[src/ilid_pkg.sv]
`default_nettype none

package ilid_pkg;

    localparam int CAPACITY   = 256;
    localparam int IDX_W      = $clog2(CAPACITY);
    localparam int LEN_W      = $clog2(CAPACITY + 1);
    localparam int DATA_W     = 32;
    localparam int POS_W      = 11;
    localparam int REQ_W      = 3;
    localparam int CMP_W      = 16;
    localparam int GROUP      = 16;
    localparam int NUM_GROUPS = (CAPACITY + GROUP - 1) / GROUP;
    localparam int S_DATA_W   = 48;
    localparam int M_DATA_W   = 48;

    typedef enum logic [REQ_W-1:0] {
        REQ_READ       = 3'd0,
        REQ_INS_HEAD   = 3'd1,
        REQ_INS_TAIL   = 3'd2,
        REQ_INS_AT     = 3'd3,
        REQ_DELETE     = 3'd4
    } t_req;

    typedef enum logic [1:0] {
        CELL_HOLD = 2'd0,
        CELL_INS  = 2'd1,
        CELL_DEL  = 2'd2
    } t_cell_op;

    typedef struct packed {
        t_cell_op          op;
        logic [IDX_W-1:0]  pos;
        logic [DATA_W-1:0] value;
    } t_cell_ctl;

endpackage

`default_nettype wire

[src/ilid_cell.sv]
`default_nettype none

module ilid_cell
    import ilid_pkg::*;
(
    input  wire logic              i_clk,
    input  wire t_cell_ctl         i_ctl,
    input  wire logic [IDX_W-1:0]  i_idx,
    input  wire logic [DATA_W-1:0] i_left,
    input  wire logic [DATA_W-1:0] i_right,
    output logic      [DATA_W-1:0] o_value,
    output logic      [DATA_W-1:0] o_rd
);

    logic [DATA_W-1:0] r_value;

    always_ff @(posedge i_clk) begin
        unique case (i_ctl.op)
            CELL_INS: begin
                if (i_idx > i_ctl.pos) begin
                    r_value <= i_left;
                end else if (i_idx == i_ctl.pos) begin
                    r_value <= i_ctl.value;
                end
            end
            CELL_DEL: begin
                if (i_idx >= i_ctl.pos) begin
                    r_value <= i_right;
                end
            end
            default: begin
            end
        endcase
    end

    assign o_value = r_value;
    // masked for the read OR tree
    assign o_rd    = (i_idx == i_ctl.pos) ? r_value : '0;

endmodule

`default_nettype wire

[config.mk]
export PLATFORM = sky130hd
export DESIGN_NAME = ilid_cell
export DESIGN_NICKNAME = d
export VERILOG_FILES = /design/src/ilid_pkg.sv /design/src/ilid_cell.sv
export SDC_FILE = /design/constraint.sdc
export NUM_CORES = 1
export LEC_CHECK = 0
export ABC_AREA = 1
export BUFFER_PORTS_ARGS = -buffer_cell sky130_fd_sc_hd__buf_2
export CORE_MARGIN = 4
export CORE_UTILIZATION = 38
export CTS_CLUSTER_SIZE = 20
export DETAILED_ROUTE_END_ITERATION = 7
export PLACE_DENSITY = 0.87
export RECOVER_POWER = 50
export SLEW_MARGIN = 15
export SYNTH_ARGS = -nofsm -noshare
export SYNTH_HDL_FRONTEND = slang
export SYNTH_SLANG_ARGS = --single-unit
[constraint.sdc]
create_clock -name i_clk -period 2.6 [get_ports i_clk]
set_clock_uncertainty 0.1 [all_clocks]
set_input_delay 0.52 -clock i_clk [delete_from_list [all_inputs] [get_ports i_clk]]
set_output_delay 0.52 -clock i_clk [all_outputs]
set_load 0.01 [all_outputs]
==> impl_metrics.csv, run 1 <==
group,metric,value,unit
routing,num_vias,2860,
synth,ys_async_sr_fraction,0,%
grt,track_usage,17.48,%
critical_path,crit_required,1.98,ns
synth,postSynthCellCount,383,
place,place.gp.congestion,0.8210,
finish,drive_gt1_share,33.15,%
clock_network,clk_path_buf_depth,2,
routing,vias_per_cell,4.373,
critical_path,cpLargestDelayFamily,"simple AND/OR/NAND/NOR gates",
clock_network,ctsHoldBuffers,0,
critical_path,slowest_stage,"ha_1",
synth,synth_top_family_by_area,"simple AND/OR/NAND/NOR gates",
synth,seq_area_frac_synth,36.24,%
finish,largest_reg_flops,32,
synth,synth_top_area_share,36.24,%
synth,syn_avg_cell_area,6.922,um^2
timing,hold_viol_final,0,
clock_network,clock-root-buffer,"clkbuf_8",
routing,drc,0,
routing,drt_iter0_drc,173,
floorplanning,dieHeight,91.53,um
clock_network,clock_sinks,32,
power,power.density,440.4,mW/mm^2
critical_path,worstSetupPathType,"input pin to primary output",
timing,fin_ws,0.1673,ns
routing,routed_wl,7724,um
critical_path,cp.arrival,1.81,ns
synth,ys_types,19,
synth,ys_warn_count,0,
clock_network,post_cts_buffers,0,
job,drv_cap,0,
timing,hold_ws,0.4151,ns
critical_path,path_cells,"buf_2 > inv_1 > ha_1 > nand2_1 > nor2_4 > nand4_4 > buf_12 > nor2_1 > buf_2",
floorplanning,coreArea,0.006794,mm^2
place,dp.cells,646,
synth,synthSimpleGateAreaFrac,38.13,%
timing,slew_viol_final,0,
floorplanning,fp-row-count,30,
timing,slew_headroom,50.10,%
clock_network,cts_buffers,5,
synth,syn-num-nets,506,
grt,grt_first_pass_wirelength,12080,um
grt,grt_pass1_vias,2733,
timing,finalSetupViolations,0,
place,place.port_buffers,178,
grt,antenna_found_initial,0,
synth,synth_seq_cells,32,
synth,synth-edff-count,32,
floorplanning,fp.dieArea,0.008378,mm^2
power,p_leak,2.280,nW
routing,antenna_left,0,
grt,grt_max_degree,47,
critical_path,slowest_delay,0.29,ns
timing,clock.fmax,0.4111,GHz
routing,first_pass_iters,4,
worst_hold_path,hp-class,"input pin to flop",
critical_path,path_buf_inv,4,
status,status,"completed",
critical_path,worstSetupEndpointType,"primary output",
power,ir_drop,209.5,uV
finish,final_area,0.003654,mm^2
timing,worstMarginPinSlew,0.7485,ns
place,post_dp_cell_area,0.003595,mm^2
synth,synth_mux_area_share,0,%
clock_network,tritoncts,"yes",
timing,period_needed,2.433,ns
synth,syn_area,0.002651,mm^2
critical_path,cp_max_fo,46,
synth,synth_flop_cell,"edfxtp_1",
synth,synthTopCellsByArea,"edfxtp_1, inv_1, nand2_1",
floorplanning,io_pins,179,
synth,yosysTopAreaCell,"edfxtp_1",
synth,synth-compound-area-share,0.8495,%
synth,yosysMostFrequentCell,"inv_1",
finish,nFillCells,691,
finish,final_cell_count_no_fill,654,
clock_network,clk_pin_slew,0.07,ns
clock_network,htreeDepth,2,
synth,synthAdderAreaFrac,3.775,%
synth,synth_xor_area_share,0,%
timing,setup_tns,0,ns
finish,area_delta_synth_final,37.80,%
place,pre_cts_ws,0.1777,ns
routing,wire_per_inst,11.81,um
timing,grt_setup_unrepaired,"false",
clock_network,cts_resized,0,
floorplanning,die_w,91.53,um
finish,nets,680,
floorplanning,floorplan.initialDensity,39.02,%
critical_path,start_kind,"input pin",
synth,ys_top_cells_by_count,"inv_1, nand2_1, nand3_1, nor2_1, edfxtp_1",
timing,fin_crit_sh,93.57,%
grt,grt_overflow_total,0,
place,hpwl,6288,um
finish,antennaDiodeCount,0,
critical_path,cp_common_cell,"buf_2",
report_power, final:
part	total, mW	internal, mW	switching [mW]
logic	0.464	0.183	0.281
registers	0.688	0.655	0.0336
clock network	0.457	0.284	0.173
total	1.61	1.12	0.487
cells in the final DEF (no fill, tap or decap), drive strengths merged:
| master | Yosys | final |
|---|---|---|
| nand4 | 1 | 1 |
| clkinv | 0 | 1 |
| edfxtp | 32 | 32 |
| inv | 111 | 111 |
| a21oi | 2 | 2 |
| bufinv | 0 | 1 |
| ha | 8 | 8 |
| a21o | 1 | 1 |
| o21ai | 1 | 1 |
| nand3 | 65 | 65 |
| nor2 | 35 | 35 |
| buf | 13 | 152 |
| clkbuf | 6 | 40 |
| nand2 | 108 | 108 |
tightest hold or removal path, cell delays in order:
cell and delay (ns):
buf_2 0.07, nand2_1 0.04, nand2_1 0.05
path summary, 6_finish.rpt:
check,from,end,cells past startpoint
min,i_right[18],o_value[18],3
max,i_ctl[39],o_rd[1],9
per-stage QoR:
stage / power, mW / utilization, %
3_3_place_gp: 1.166 / 52.91
2_1_floorplan: 0.9877 / -
3_5_place_dp: 1.183 / 52.91
5_1_grt: 1.720 / 53.78
6_report: 1.609 / 53.78
4_1_cts: 1.642 / 54.49
layer usage:
layer	global-route usage [%]	up-vias	wire, um
li1	-	1479	-
met1	20.66	1270	3063
met2	32.56	109	4069
met3	2.651	2	550
met4	4.523	0	40
met5	0	-	0
layout make-up:
type | instances | area (um^2) | share of cell area [%]
inverters | 111 | 416.7 | 11.40
repair buffers | 186 | 917.1 | 25.10
clock buffers | 6 | 72.57 | 1.986
clock inverters | 2 | 35.03 | 0.9589
well taps | 96 | 120.1 | 3.288
multi-input cells | 221 | 1131 | 30.96
flip-flops and latches | 32 | 960.9 | 26.30
kinds of logic after synthesis:
logic type	Yosys count
AND/OR/NAND/NOR	209
adder cells (fa/ha/maj)	8
flip-flops	32
AO/OA/AOI/OAI	4
buffers and inverters	130
No activity file was read; power rests on OpenSTA's default activity.
==> run 2: changes to the inputs <==
--- a/config.mk
+++ b/config.mk
@@ -11,7 +11,7 @@
 export CORE_UTILIZATION = 38
 export CTS_CLUSTER_SIZE = 20
 export DETAILED_ROUTE_END_ITERATION = 7
-export PLACE_DENSITY = 0.87
+export PLACE_DENSITY = 0.77
 export RECOVER_POWER = 50
 export SLEW_MARGIN = 15
 export SYNTH_ARGS = -nofsm -noshare
==> run 2 against run 1 <==
Design area increased by 0.51%. Non-clock buffer count decreased by 1. Fmax increased by 3.8%. Combinational power about the same. Setup slack improved by 0.088 ns. Final cell count decreased by 0.15%. Clock-buffer cell count decreased by 1. Power about the same. Flip-flop and latch count unchanged. Sequential power about the same. Critical path depth unchanged. Utilization increased by 0.28 points. Largest cell class unchanged. Largest power group unchanged.
==> impl_metrics.csv, run 2 (synthesized netlist as in run 1, its figures left out) <==
group,metric,value,unit
status,status,"completed",
timing,finalSetupViolations,0,
routing,first_pass_iters,4,
routing,drc,0,
critical_path,cp.arrival,1.72,ns
power,ir_drop,172.4,uV
routing,num_vias,2827,
grt,antenna_found_initial,0,
floorplanning,fp.dieArea,0.008378,mm^2
finish,drive_gt1_share,33.03,%
clock_network,cts_resized,0,
grt,grt_first_pass_wirelength,12190,um
place,place.port_buffers,178,
finish,largest_reg_flops,32,
finish,layout_commonest_cell,"buf_2",
routing,vias_per_cell,4.329,
critical_path,crit_required,1.98,ns
finish,final_cell_mix,"buf_2, inv_1, nand2_1, nand3_1",
critical_path,start_kind,"input pin",
place,pre_cts_ws,0.2074,ns
critical_path,crit_start,"i_ctl[39]",
grt,grt_overflow_total,0,
routing,routed_wl,7586,um
floorplanning,floorplan.initialDensity,39.02,%
clock_network,clock-root-buffer,"clkbuf_8",
timing,fin_ws,0.2555,ns
timing,hold_viol_final,0,
routing,wire_per_inst,11.62,um
place,place.gp.congestion,0.8306,
power,p_leak,2.284,nW
power,swShare,30.44,%
clock_network,cts_buffers,5,
power,internal_power,1.120,mW
critical_path,crit_end,"o_rd[1]",
finish,antennaDiodeCount,0,
worst_hold_path,hp-class,"input pin to flop",
clock_network,tritoncts,"yes",
clock_network,clock_sinks,32,
power,power_switching,0.4900,mW
timing,period_needed,2.344,ns
power,power_frac_comb,28.8,%
clock_network,clk_pin_slew,0.07,ns
timing,slew_viol_final,0,
job,drv_cap,0,
timing,setup_tns,0,ns
grt,track_usage,17.59,%
grt,grt_max_degree,36,
clock_network,ctsHoldBuffers,0,
finish,nets,679,
critical_path,cp_max_fo,35,
clock_network,htreeDepth,2,
floorplanning,coreArea,0.006794,mm^2
routing,antenna_left,0,
floorplanning,fp-row-count,30,
place,hpwl,5960,um
finish,fin_util,54.05,%
floorplanning,dieHeight,91.53,um
timing,fin_crit_sh,90.17,%
finish,area_delta_synth_final,38.51,%
timing,grt_setup_unrepaired,"false",
critical_path,worstSetupPathType,"input pin to primary output",
clock_network,post_cts_buffers,0,
power,power.density,438.4,mW/mm^2
routing,drt_iter0_drc,141,
timing,slew_headroom,58.83,%
grt,grt_pass1_vias,2741,
critical_path,worstSetupEndpointType,"primary output",
floorplanning,die_w,91.53,um
power,pwr-share-clk,28.5,%
timing,clock.fmax,0.4265,GHz
floorplanning,io_pins,179,
power,p_seq_share,42.7,%
clock_network,clk_path_buf_depth,2,
timing,worstMarginPinSlew,0.6176,ns
-- run 2: power groups by stage --
| stage | Sequential (mW) | Combinational, mW | Clock [mW] |
|---|---|---|---|
| after floorplan | 0.723 | 0.264 | 0 |
| after global placement | 0.695 | 0.471 | 0 |
| after detailed placement | 0.697 | 0.485 | 0 |
| after CTS | 0.686 | 0.487 | 0.469 |
| after global routing | 0.696 | 0.528 | 0.490 |
| final | 0.688 | 0.463 | 0.459 |
-- run 2: routing by layer --
| metal | GRT usage, % | vias to the layer above | routed length [um] |
|---|---|---|---|
| met5 | 0 | - | 0 |
| met4 | 4.146 | 0 | 48 |
| met3 | 2.734 | 2 | 487 |
| met2 | 33.90 | 102 | 4044 |
| met1 | 19.95 | 1245 | 3005 |
| li1 | - | 1478 | - |
-- run 2: final cells by class --
class / instances / area [um^2]
fillers: 655 / 3122
multi-input cells: 221 / 1134
flip-flops and latches: 32 / 960.9
repair buffers: 185 / 934.6
inverters: 111 / 416.7
well taps: 96 / 120.1
clock buffers: 5 / 68.82
clock inverters: 3 / 37.54
-- run 2: worst min path at each step --
stage,start,end,slack [ns],cells after the start
after floorplan,i_right[10],o_value[10],0.61,2
after global placement,i_right[9],o_value[9],0.69,3
after detailed placement,i_right[9],o_value[9],0.70,3
after CTS,i_right[9],o_value[9],0.41,3
after global routing,i_right[9],o_value[9],0.41,3
final,i_right[9],o_value[9],0.42,3
-- run 2: per-stage QoR --
step	cell area (um^2)	cells	hold slack [ns]	power [mW]
finish	3672	653	0.4153	1.610
global route	3672	653	0.4133	1.715
CTS	3719	653	0.4068	1.642
detailed placement	3612	645	0.6962	1.183
global placement	3612	645	0.6946	1.166
floorplan	2651	383	0.6059	0.9877
-- run 2: critical path: stages --
cell     delay [ns]
buf_2          0.08
inv_1          0.03
ha_1           0.29
nand2_2        0.08
nor2_4         0.13
nand4_4        0.12
buf_12         0.21
nor2_1         0.11
buf_2          0.14
